--- config.mk ---
export PLATFORM = sky130hd
export DESIGN_NAME = sdbr_victim
export DESIGN_NICKNAME = d
export VERILOG_FILES = /design/src/hw/rtl/sdbr_pkg.sv /design/src/hw/rtl/sdbr_victim.sv
export SDC_FILE = /design/constraint.sdc
export NUM_CORES = 1
export LEC_CHECK = 0
export ABC_AREA = 1
export ABC_CLOCK_PERIOD_IN_PS = 4800
export BUFFER_PORTS_ARGS = -buffer_cell sky130_fd_sc_hd__clkbuf_2
export CORE_MARGIN = 3
export CORE_UTILIZATION = 33
export DETAILED_ROUTE_END_ITERATION = 8
export PLACE_DENSITY = 0.85
export SLEW_MARGIN = 20
export SYNTH_ARGS = -nofsm -noshare
export SYNTH_HDL_FRONTEND = slang
export SYNTH_SLANG_ARGS = --single-unit
export TNS_END_PERCENT = 1
--- constraint.sdc ---
create_clock -name vclk -period 4.8
set_clock_uncertainty 0.15 [all_clocks]
set_input_delay 1.44 -clock vclk [all_inputs]
set_output_delay 1.44 -clock vclk [all_outputs]
set_load 0.1 [all_outputs]
--- src/hw/rtl/sdbr_pkg.sv ---
// Shared constants, types and helpers for the dead-block replacement core.
`timescale 1ns / 1ps
`default_nettype none
package sdbr_pkg;
	localparam int SETS        = 2048;
	localparam int WAYS        = 16;
	localparam int LEADER_SETS = 32;
	localparam int SIG_BITS    = 6;

	localparam int SET_W    = $clog2(SETS);
	localparam int WAY_W    = $clog2(WAYS);
	localparam int CTR_W    = 2;
	localparam int ENT_W    = CTR_W + SIG_BITS;
	localparam int ROW_W    = WAYS * ENT_W;
	localparam int OT_DEPTH = 1 << SIG_BITS;
	localparam int SEL_W    = 10;
	localparam int PER_W    = 20;
	localparam int LFSR_W   = 16;

	localparam logic [SEL_W-1:0]  SEL_MID     = 10'd512;
	localparam logic [SEL_W-1:0]  SEL_MAX     = 10'd1023;
	localparam logic [CTR_W-1:0]  CTR_MAX     = 2'd3;
	localparam logic [PER_W-1:0]  DECAY_RESET = 20'd100000;
	localparam logic [LFSR_W-1:0] LFSR_SEED   = 16'hACE1;
	localparam logic [LFSR_W-1:0] LFSR_TAPS   = 16'hB400;

	localparam logic REG_DECAY = 1'b0;

	typedef enum logic [2:0] {
		ST_CLEAR,
		ST_IDLE,
		ST_ROW,
		ST_TRAIN,
		ST_SWP_RD,
		ST_SWP_WR
	} state_t;

	function automatic logic [CTR_W-1:0] ctr_of(input logic [ROW_W-1:0] row,
			input logic [WAY_W-1:0] w);
		return row[w*ENT_W +: CTR_W];
	endfunction
endpackage
`default_nettype wire

--- src/hw/rtl/sdbr_victim.sv ---
// Victim search over one set row: first zero counter, else first smallest.
`timescale 1ns / 1ps
`default_nettype none
module sdbr_victim (
	input  wire logic [sdbr_pkg::ROW_W-1:0] row,
	output logic      [sdbr_pkg::WAY_W-1:0] victim
);
	import sdbr_pkg::*;

	logic [WAYS-1:0]  is0, is1, is2;
	logic [CTR_W-1:0] least;
	logic             found;

	always_comb begin
		for (int w = 0; w < WAYS; w++) begin
			is0[w] = ctr_of(row, WAY_W'(w)) == 2'd0;
			is1[w] = ctr_of(row, WAY_W'(w)) == 2'd1;
			is2[w] = ctr_of(row, WAY_W'(w)) == 2'd2;
		end
		if (|is0)      least = 2'd0;
		else if (|is1) least = 2'd1;
		else if (|is2) least = 2'd2;
		else           least = CTR_MAX;
		victim = '0;
		found  = 1'b0;
		for (int w = 0; w < WAYS; w++) begin
			if (!found && ctr_of(row, WAY_W'(w)) == least) begin
				victim = WAY_W'(w);
				found  = 1'b1;
			end
		end
	end
endmodule
`default_nettype wire

## Word-level counts from Yosys, hierarchy flattened

Index checks and enable logic that the tools add are counted.

| cells by class | value |
|---|---|
| eq/ne operators | 48 |
| muxes and demuxes | 33 |
| reduce and logical (&&, ||, !) cells | 49 |

Operators by type and width:

| kind | count |
|---|---|
| $mux 4 | 14 |
| $reduce_or 16->1 | 3 |
| $eq 2x1->1 const B | 16 |
| $eq 2x2->1 | 16 |
| $eq 2x2->1 const B | 16 |
| $logic_not 2->1 | 16 |
| $mux 1 | 17 |
| $logic_and 1x1->1 | 15 |
| $logic_not 1->1 | 15 |
| $mux 2 | 2 |

| storage, ports and cells | value |
|---|---|
| register bits after elaboration | 0 |
| bits of input ports | 128 |
| output and inout port bits | 4 |
| word-level logic and storage cells | 130 |

## Logic depth before layout (Yosys ltp)

Gate-level depths: netlist (run 1).

| logic depth | value |
|---|---|
| word-level depth | 52 |
| depth in mapped cells | 19 |
| gate-level depth less buffers | 19 |

## Worst setup path after synthesis (run 1)

OpenSTA, ideal clock, no wires.

| path | value |
|---|---|
| path type | input to output |
| from | input row[33] in the netlist's numbering |
| to | output victim[0] in the netlist's numbering |
| arrival | 4205 ps |
| setup slack | -995 ps |
| cell stages on the path | 17 |
| path buffers | 1 |
| cell sequence | inv_1 -> nand2_1 -> nand2_1 -> nor2_1 -> nand2_1 -> nor2_2 -> nand2_2 -> nand2_4 -> buf_4 -> nand2_1 -> o211ai_2 -> nand4_2 -> nor2_4 -> nand4_2 -> nor2_4 -> nand3_1 -> nand3_1 |

| on the way | value |
|---|---|
| cells in the longest elaborated chain, start to end | 52 |
| elaborated cells between the ends (all ways) | 85 |
| classes of those cells | 18 x eq/ne; 33 x mux; 34 x reduce/logical |

RTL lines:

| item | RTL line | text |
|---|---|---|
| start: declaration | sdbr_victim.sv:5 | `input wire logic [sdbr_pkg::ROW_W-1:0] row,` |
| $eq 2x2->1 | sdbr_victim.sv:18 | `is2[w] = ctr_of(row, WAY_W'(w)) == 2'd2;` |
| $reduce_or 16->1 | sdbr_victim.sv:22 | `else if (\|is2) least = 2'd2;` |
| $mux 1 | sdbr_victim.sv:22 |  |
| $mux 2 | sdbr_victim.sv:21 | `else if (\|is1) least = 2'd1;` |
| $mux 2 | sdbr_victim.sv:20 | `if (\|is0) least = 2'd0;` |
| $eq 2x2->1 | sdbr_victim.sv:27 | `if (!found && ctr_of(row, WAY_W'(w)) == least) begin` |
| $mux 1 | sdbr_victim.sv:27 |  |
| $logic_not 1->1 | sdbr_victim.sv:27 |  |
| (+36 left out) | -- |  |
| $logic_and 1x1->1 | sdbr_victim.sv:27 |  |
| $mux 1 | sdbr_victim.sv:27 |  |
| $logic_not 1->1 | sdbr_victim.sv:27 |  |
| $logic_and 1x1->1 | sdbr_victim.sv:27 |  |
| $mux 1 | sdbr_victim.sv:27 |  |
| $logic_not 1->1 | sdbr_victim.sv:27 |  |
| $logic_and 1x1->1 | sdbr_victim.sv:27 |  |
| $mux 4 (*) | sdbr_victim.sv:27 |  |
| end: declaration | sdbr_victim.sv:6 | `output logic [sdbr_pkg::WAY_W-1:0] victim` |

Every way passes the cells marked *; elsewhere a longest branch is shown, timed or not.

## Final worst setup path (run 1)

| path | value |
|---|---|
| from | input row[112] in the netlist's numbering |
| to | output victim[1] in the netlist's numbering |

The elaborated chain is that of the path after synthesis.

==> impl_results.md, run 1 <==
- Status: complete, but fails checks
- Violated checks: setup timing
- Switching Share: 0.548
- Die footprint: 0.00362 mm^2
- Combinational power share: 1.000
- Initial core utilization: 0.349
- N_diodes: 0
- Critical path endpoint category: output pin
- Psw: 146 uW
- CORE AREA: 0.00278 mm^2
- DR vias: 2,046
- Global route hottest layer: met2
- Clock share of power: 0
- Hold EP: victim[2]
- First-pass GRT wire length: 7390 um
- Hpwl dp: 2940 um
- Compound-gate portion of the synthesized area: 0.174
- Syn Inst Count: 207
- Final net count: 444
- MaxCap Viol Count: 0
- Wire per inst: 20.9 um
- Worst-Margin Slew: 0.583 ns
- Multi-input gate area: 0.00124 mm^2
- Worst EP required: 3.21 ns
- Fillers: 108
- CLK BUF: 0
- Post-DP Area: 0.00170 mm^2
- Post-Synth XOR/XNOR Area: 0
- Drt first pass iters: 5
- Post-route ant nets: 0
- Max IR drop VDD: 0.166 mV
- Port bufs: 36
- Largest net degree at the start of global routing: 9
- Final setup fails: 4
- Final Hold Fails: 0
- RSZ-0062 raised after global routing: yes
- Post-Synth Simple-Gate Area: 0.648
- Largest family of logic cells by synthesized area: simple AND/OR/NAND/NOR gates
- CP startpoint kind: input port
- Worst hold path class: in -> out
- Placer Congestion: 0.860
- WHS: 3.48 ns
- FP Rows: 19
- Register area share after synthesis: 0
- M3 GR Usage: 0.0367
- Hold Path Depth: 6
- Syn_area_per_cell: 4.68 um^2
- Crit path arrival time: 4.01 ns
- Max-slew headroom: 0.610
- WS Path Type: in -> out
- Post-synthesis mux area share: 0
- P_int: 120 uW
- Horiz. Die Dim: 60.2 um
- Seq Cell Count: 0
- Routing usage on met1: 0.298
- Initial antenna violation count: 0
- Max Slew Vio Count: 0
- Max Fclk: 179 MHz
- Iteration-0 DRC Markers: 189
- Synthesis-to-layout area growth: 163%
- I/O pin count: 132
- Die H: 60.2 um
- Tcrit/Tclk final: 1.17
- CTS Hold Bufs: 0
- Grt ovf: 0
- Final WL: 7230 um
- Vias in the first global route: 1,766
- Inst Count DP: 327
- P_leak: 0.00130 uW
- Post-route insts no fill: 345
- Syn Nets: 335
- Post-Synth Adder-Cell Area: 0
- Warnings, synthesis: 0
- Sequential power share: 0
- DRC Markers: 0
- Critical path peak fanout: 5
- Cell area after synthesis: 970 um^2
- Final non-filler cell area: 0.00255 mm^2
- Reg area: 0 um^2
- Yosys cell types: 24
- Minimum clock period: 5.60 ns
- Vias per std cell: 5.93
- Worst Hold Launch: row[97]
- Share of layout cells above drive strength 1: 0.720
- Met2 Usage GRT: 0.486
- Min setup slack post-route: -0.801 ns
- Power Dens Cells: 105 mW/mm^2
- Total GRT Usage: 0.266
-- cells in the final DEF (no fill, tap or decap), drive strengths merged --
master,Yosys,final
nand4,5,5
nand2,90,90
a31oi,1,1
a21boi,1,1
a21oi,1,1
nor3,3,3
and3,1,1
nor2,24,24
o211ai,8,8
clkbuf,0,2
inv,42,41
nand3,14,14
o22ai,4,4
clkinv,0,1
buf,2,107
o21ai,10,10
nor3b,1,1
-- worst max-delay path: stages --
cell and delay [ns]:
buf_8 0.08, inv_4 0.03, nand2_2 0.06, o21ai_2 0.05
nor2_1 0.18, nand2_1 0.16, nor2_4 0.23, buf_8 0.18
nand3_4 0.09, nand3_4 0.12, nand2_4 0.07, nor2_4 0.17
nand4_4 0.14, nor2_4 0.19, buf_6 0.14, nand2_4 0.06
nor3b_4 0.24, nor2_2 0.09, nand3_4 0.09, buf_12 0.18
-- cell families after synthesis --
family	count (synthesis)
compound gates	25
buf+inv	44
simple gates	138
-- power by group through the flow --
stage	Sequential, uW	Clock (uW)	Combinational [uW]
after global routing	0	0	275
after detailed placement	0	0	174
after CTS	0	0	193
after global placement	0	0	169
after floorplan	0	0	91.7
final	0	0	267
-- cells in the mapped netlist (all sizes together) --
cell type	number	area, um^2
o22ai	4	25.0
nor3	3	15.0
nor3b	1	7.51
o211ai	8	75.1
inv	42	158
a21boi	1	7.51
o21ai	10	50.1
nand4	5	43.8
nor2	24	123
a21oi	1	5.00
nand3	14	80.1
and3	1	6.26
buf	2	15.0
nand2	90	353
a31oi	1	6.26
-- per-stage QoR --
| step | utilization | total power, uW | TNS, ns | setup slack, ns |
|---|---|---|---|---|
| final | 0.917 | 267 | -2.83 | -0.801 |
| after global routing | 0.917 | 275 | -3.07 | -0.865 |
| after CTS | 0.718 | 193 | -1.39 | -0.430 |
| after detailed placement | 0.610 | 174 | -1.38 | -0.449 |
| after global placement | 0.610 | 169 | -1.18 | -0.396 |
| after floorplan | - | 91.7 | -1.66 | -0.568 |
-- final cells by class --
type | instances | share of cell area
Multi-Input combinational cell | 163 | 0.487
Timing Repair Buffer | 109 | 0.419
Inverter | 42 | 0.0785
Tap cell | 31 | 0.0152
-- metal layers --
| layer | share of wire | wire length (um) |
|---|---|---|
| met1 | 0.35 | 2510 |
| met2 | 0.48 | 3500 |
| met3 | 0.091 | 656 |
| met4 | 0.077 | 559 |
| met5 | 0 | 0 |
-- what timing repair did --
| item | 4_1_cts | 5_1_grt |
|---|---|---|
| endpoints found under the setup margin | 4 | 4 |
| setup buffers | 12 | 8 |
| resized for setup | 41 | 173 |
| pin swaps | 28 | 54 |
-- worst max path at each step --
stage	start	to	slack, ns
2_1_floorplan	row[33]	victim[1]	-0.57
3_3_place_gp	row[16]	victim[0]	-0.40
4_1_cts	row[105]	victim[0]	-0.43
6_report	row[112]	victim[1]	-0.80
5_1_grt	row[65]	victim[0]	-0.87
3_5_place_dp	row[33]	victim[0]	-0.45
Power figures use the tool's default switching activity.
==> inputs of run 2 (changes only) <==
SKIP_LAST_GASP = 1   (was unset)
TNS_END_PERCENT = unset   (was 1)
==> run 2 against run 1 <==
Net effect: global-route usage down 3.7 points; die area unchanged; cell count unchanged; fmax up 6.6%; non-clock buffer count down 1; utilization down 13 points; first-iteration DRC count down 41%; hold slack worse by 0.031 ns; the run still ends with setup timing left; sequential cell count unchanged; total power down 18%; combinational power down 18%.
==> impl_results.md, run 2 (same netlist as run 1, synthesis figures left out) <==
- N_diodes: 0 (unchanged)
- Critical path endpoint category: output pin (unchanged)
- Most frequent cells in the layout: 75 x buf_4, 62 x nand2_1, 23 x inv_2, 23 x nand2_2, 15 x nor2_1 (was 67 x buf_4, 46 x nand2_1, 31 x nand2_2, 20 x buf_6, 19 x inv_2)
- Total GRT Usage: 0.228 (was 0.266)
- WS Path Type: in -> out (unchanged)
- MaxCap Viol Count: 0 (unchanged)
- Final Hold Fails: 0 (unchanged)
- Max Fclk: 190 MHz (was 179 MHz)
- Reg area: 0 um^2 (unchanged)
- CLK BUF: 0 (unchanged)
- Final setup fails: 4 (unchanged)
- FP Rows: 19 (unchanged)
- Vias per std cell: 5.01 (was 5.93)
- Min setup slack post-route: -0.456 ns (was -0.801 ns)
- Largest net degree at the start of global routing: 9 (unchanged)
- Multi-input gate area: 0.00106 mm^2 (was 0.00124 mm^2)
- P_leak: 0.00119 uW (was 0.00130 uW)
- CP cell instances: clkbuf_8 -> o22ai_2 -> nor2_1 -> nand2_2 -> nor2_4 -> buf_12 -> nand2_4 -> nand2_2 -> nand3_2 -> nand2_2 -> nor2_4 -> nand4_4 -> nor2_4 -> buf_4 -> nand2_1 -> o21ai_0 -> nor2_1 -> nand3_4 -> buf_12 (was buf_8 -> inv_4 -> nand2_2 -> o21ai_2 -> nor2_1 -> nand2_1 -> nor2_4 -> buf_8 -> nand3_4 -> nand3_4 -> nand2_4 -> nor2_4 -> nand4_4 -> nor2_4 -> buf_6 -> nand2_4 -> nor3b_4 -> nor2_2 -> nand3_4 -> buf_12)
- Capture point of the worst path: victim[0] (was victim[1])
- Crit path arrival time: 3.67 ns (was 4.01 ns)
- Critical path peak fanout: 7 (was 5)
- Worst path max stage delay: 0.22 ns (was 0.24 ns)
- Grt ovf: 0 (unchanged)
- Final net count: 444 (unchanged)
- Post-route ant nets: 0 (unchanged)
- Final core utilization: 0.792 (was 0.917)
- Slowest CP cell: o22ai_2 (was nor3b_4)
- Hpwl dp: 2810 um (was 2940 um)
- Max IR drop VDD: 0.133 mV (was 0.166 mV)
- Worst hold path class: in -> out (unchanged)
- Vias in the first global route: 1,599 (was 1,766)
- Horiz. Die Dim: 60.2 um (unchanged)
- DR vias: 1,728 (was 2,046)
- Wire per inst: 13.4 um (was 20.9 um)
- Minimum clock period: 5.26 ns (was 5.60 ns)
- Seq Cell Count: 0 (unchanged)
- Status: complete, but fails checks (unchanged)
- DRC Markers: 0 (unchanged)
- Hold Path Depth: 6 (unchanged)
- Share of layout cells above drive strength 1: 0.631 (was 0.720)
- Final WL: 4640 um (was 7230 um)
- Fillers: 182 (was 108)
- Synthesis-to-layout area growth: 127% (was 163%)
- Placer Congestion: 0.869 (was 0.860)
- Worst EP required: 3.21 ns (about the same)
- Die footprint: 0.00362 mm^2 (unchanged)
- Violated checks: setup timing (unchanged)
- First-pass GRT wire length: 6590 um (was 7390 um)
- Initial antenna violation count: 0 (unchanged)
- Tcrit/Tclk final: 1.09 (was 1.17)
- Drt first pass iters: 4 (was 5)
- Max Slew Vio Count: 0 (unchanged)
- Worst-Margin Slew: 0.390 ns (was 0.583 ns)
- CP startpoint kind: input port (unchanged)
- Max-slew headroom: 0.739 (was 0.610)
- Power Dens Cells: 99.8 mW/mm^2 (was 105 mW/mm^2)
- CP startpoint: row[80] (was row[112])
- Commonest non-fill, non-tap cell in the layout: buf_4 (unchanged)
- Die H: 60.2 um (unchanged)
- I/O pin count: 132 (unchanged)
- CORE AREA: 0.00278 mm^2 (unchanged)
- Iteration-0 DRC Markers: 112 (was 189)
- Inst Count DP: 327 (unchanged)
- RSZ-0062 raised after global routing: yes (unchanged)
- Port bufs: 36 (unchanged)
- Initial core utilization: 0.349 (unchanged)
- Post-route insts no fill: 345 (unchanged)
[run 2: changes by cell type in the layout (fill, tap and decap cells not counted), moves of 4 or more]
| cell | before | now |
|---|---|---|
| nand2_4 | 12 | 6 |
| buf_4 | 67 | 75 |
| buf_8 | 14 | 1 |
| buf_6 | 20 | 9 |
| nand2_1 | 46 | 62 |
| inv_2 | 19 | 23 |
| nand3_2 | 1 | 6 |
| nand3_4 | 11 | 6 |
| nand2_2 | 31 | 23 |
| o21ai_2 | 7 | 3 |
| nor2_1 | 10 | 15 |
| clkbuf_2 | 2 | 12 |
| clkbuf_8 | 0 | 5 |
| inv_4 | 8 | 0 |
[run 2: per-stage QoR]
stage / area, um^2 / total power (uW) / setup slack [ns] / TNS [ns] / hold slack (ns)
floorplan: 1090 / 95.6 / -0.549 / -1.59 / 3.10
global placement: 1760 / 174 / -0.460 / -1.33 / 3.39
detailed placement: 1760 / 177 / -0.509 / -1.53 / 3.40
CTS: 1980 / 192 / -0.417 / -1.32 / 3.41
global route: 2200 / 233 / -0.611 / -2.10 / 3.50
finish: 2200 / 220 / -0.456 / -1.54 / 3.45
[run 2: final cells by class]
type                            instances  share of cell area
Timing Repair Buffer                  108               0.415
Inverter                               42              0.0864
Multi-Input combinational cell        164               0.481
Tap cell                               31              0.0176
[run 2: how the worst min path moves through the flow]
| stage | startpoint | end | slack (ns) |
|---|---|---|---|
| after detailed placement | row[96] | victim[2] | 3.40 |
| after floorplan | row[57] | victim[3] | 3.10 |
| after global routing | row[96] | victim[2] | 3.50 |
| after global placement | row[96] | victim[2] | 3.39 |
| final | row[96] | victim[2] | 3.45 |
| after CTS | row[96] | victim[2] | 3.41 |
[run 2: routing by layer]
metal  vias up  part of all wire  track usage
met2        51              0.55        0.458
met5         -                 0            0
met4         0             0.032       0.0285
met1       794              0.39        0.271
met3        13             0.031      0.00216
li1        870                 -            -
[run 2: timing repair]
action                                 4_1_cts  5_1_grt
buffers inserted                            12        5
gates resized for setup                     24       72
hold buffers                                 0        0
gates cloned                                 1        0
pin swaps                                   21       36
setup endpoints to repair                    4        4
endpoints found under the hold margin        0        0
[run 2: critical path, delay by kind of cell]
| family | cells | cell delay, ns |
|---|---|---|
| buffers and inverters | 4 | 0.57 |
| and+or+nand+nor | 13 | 1.25 |
| AOI/OAI and AO/OA | 2 | 0.38 |
[run 2: where the power goes]
part / total, uW / switching, uW / internal, uW
registers: 0 / 0 / 0
logic: 220 / 117 / 102
clock network: 0 / 0 / 0
total: 220 / 117 / 102
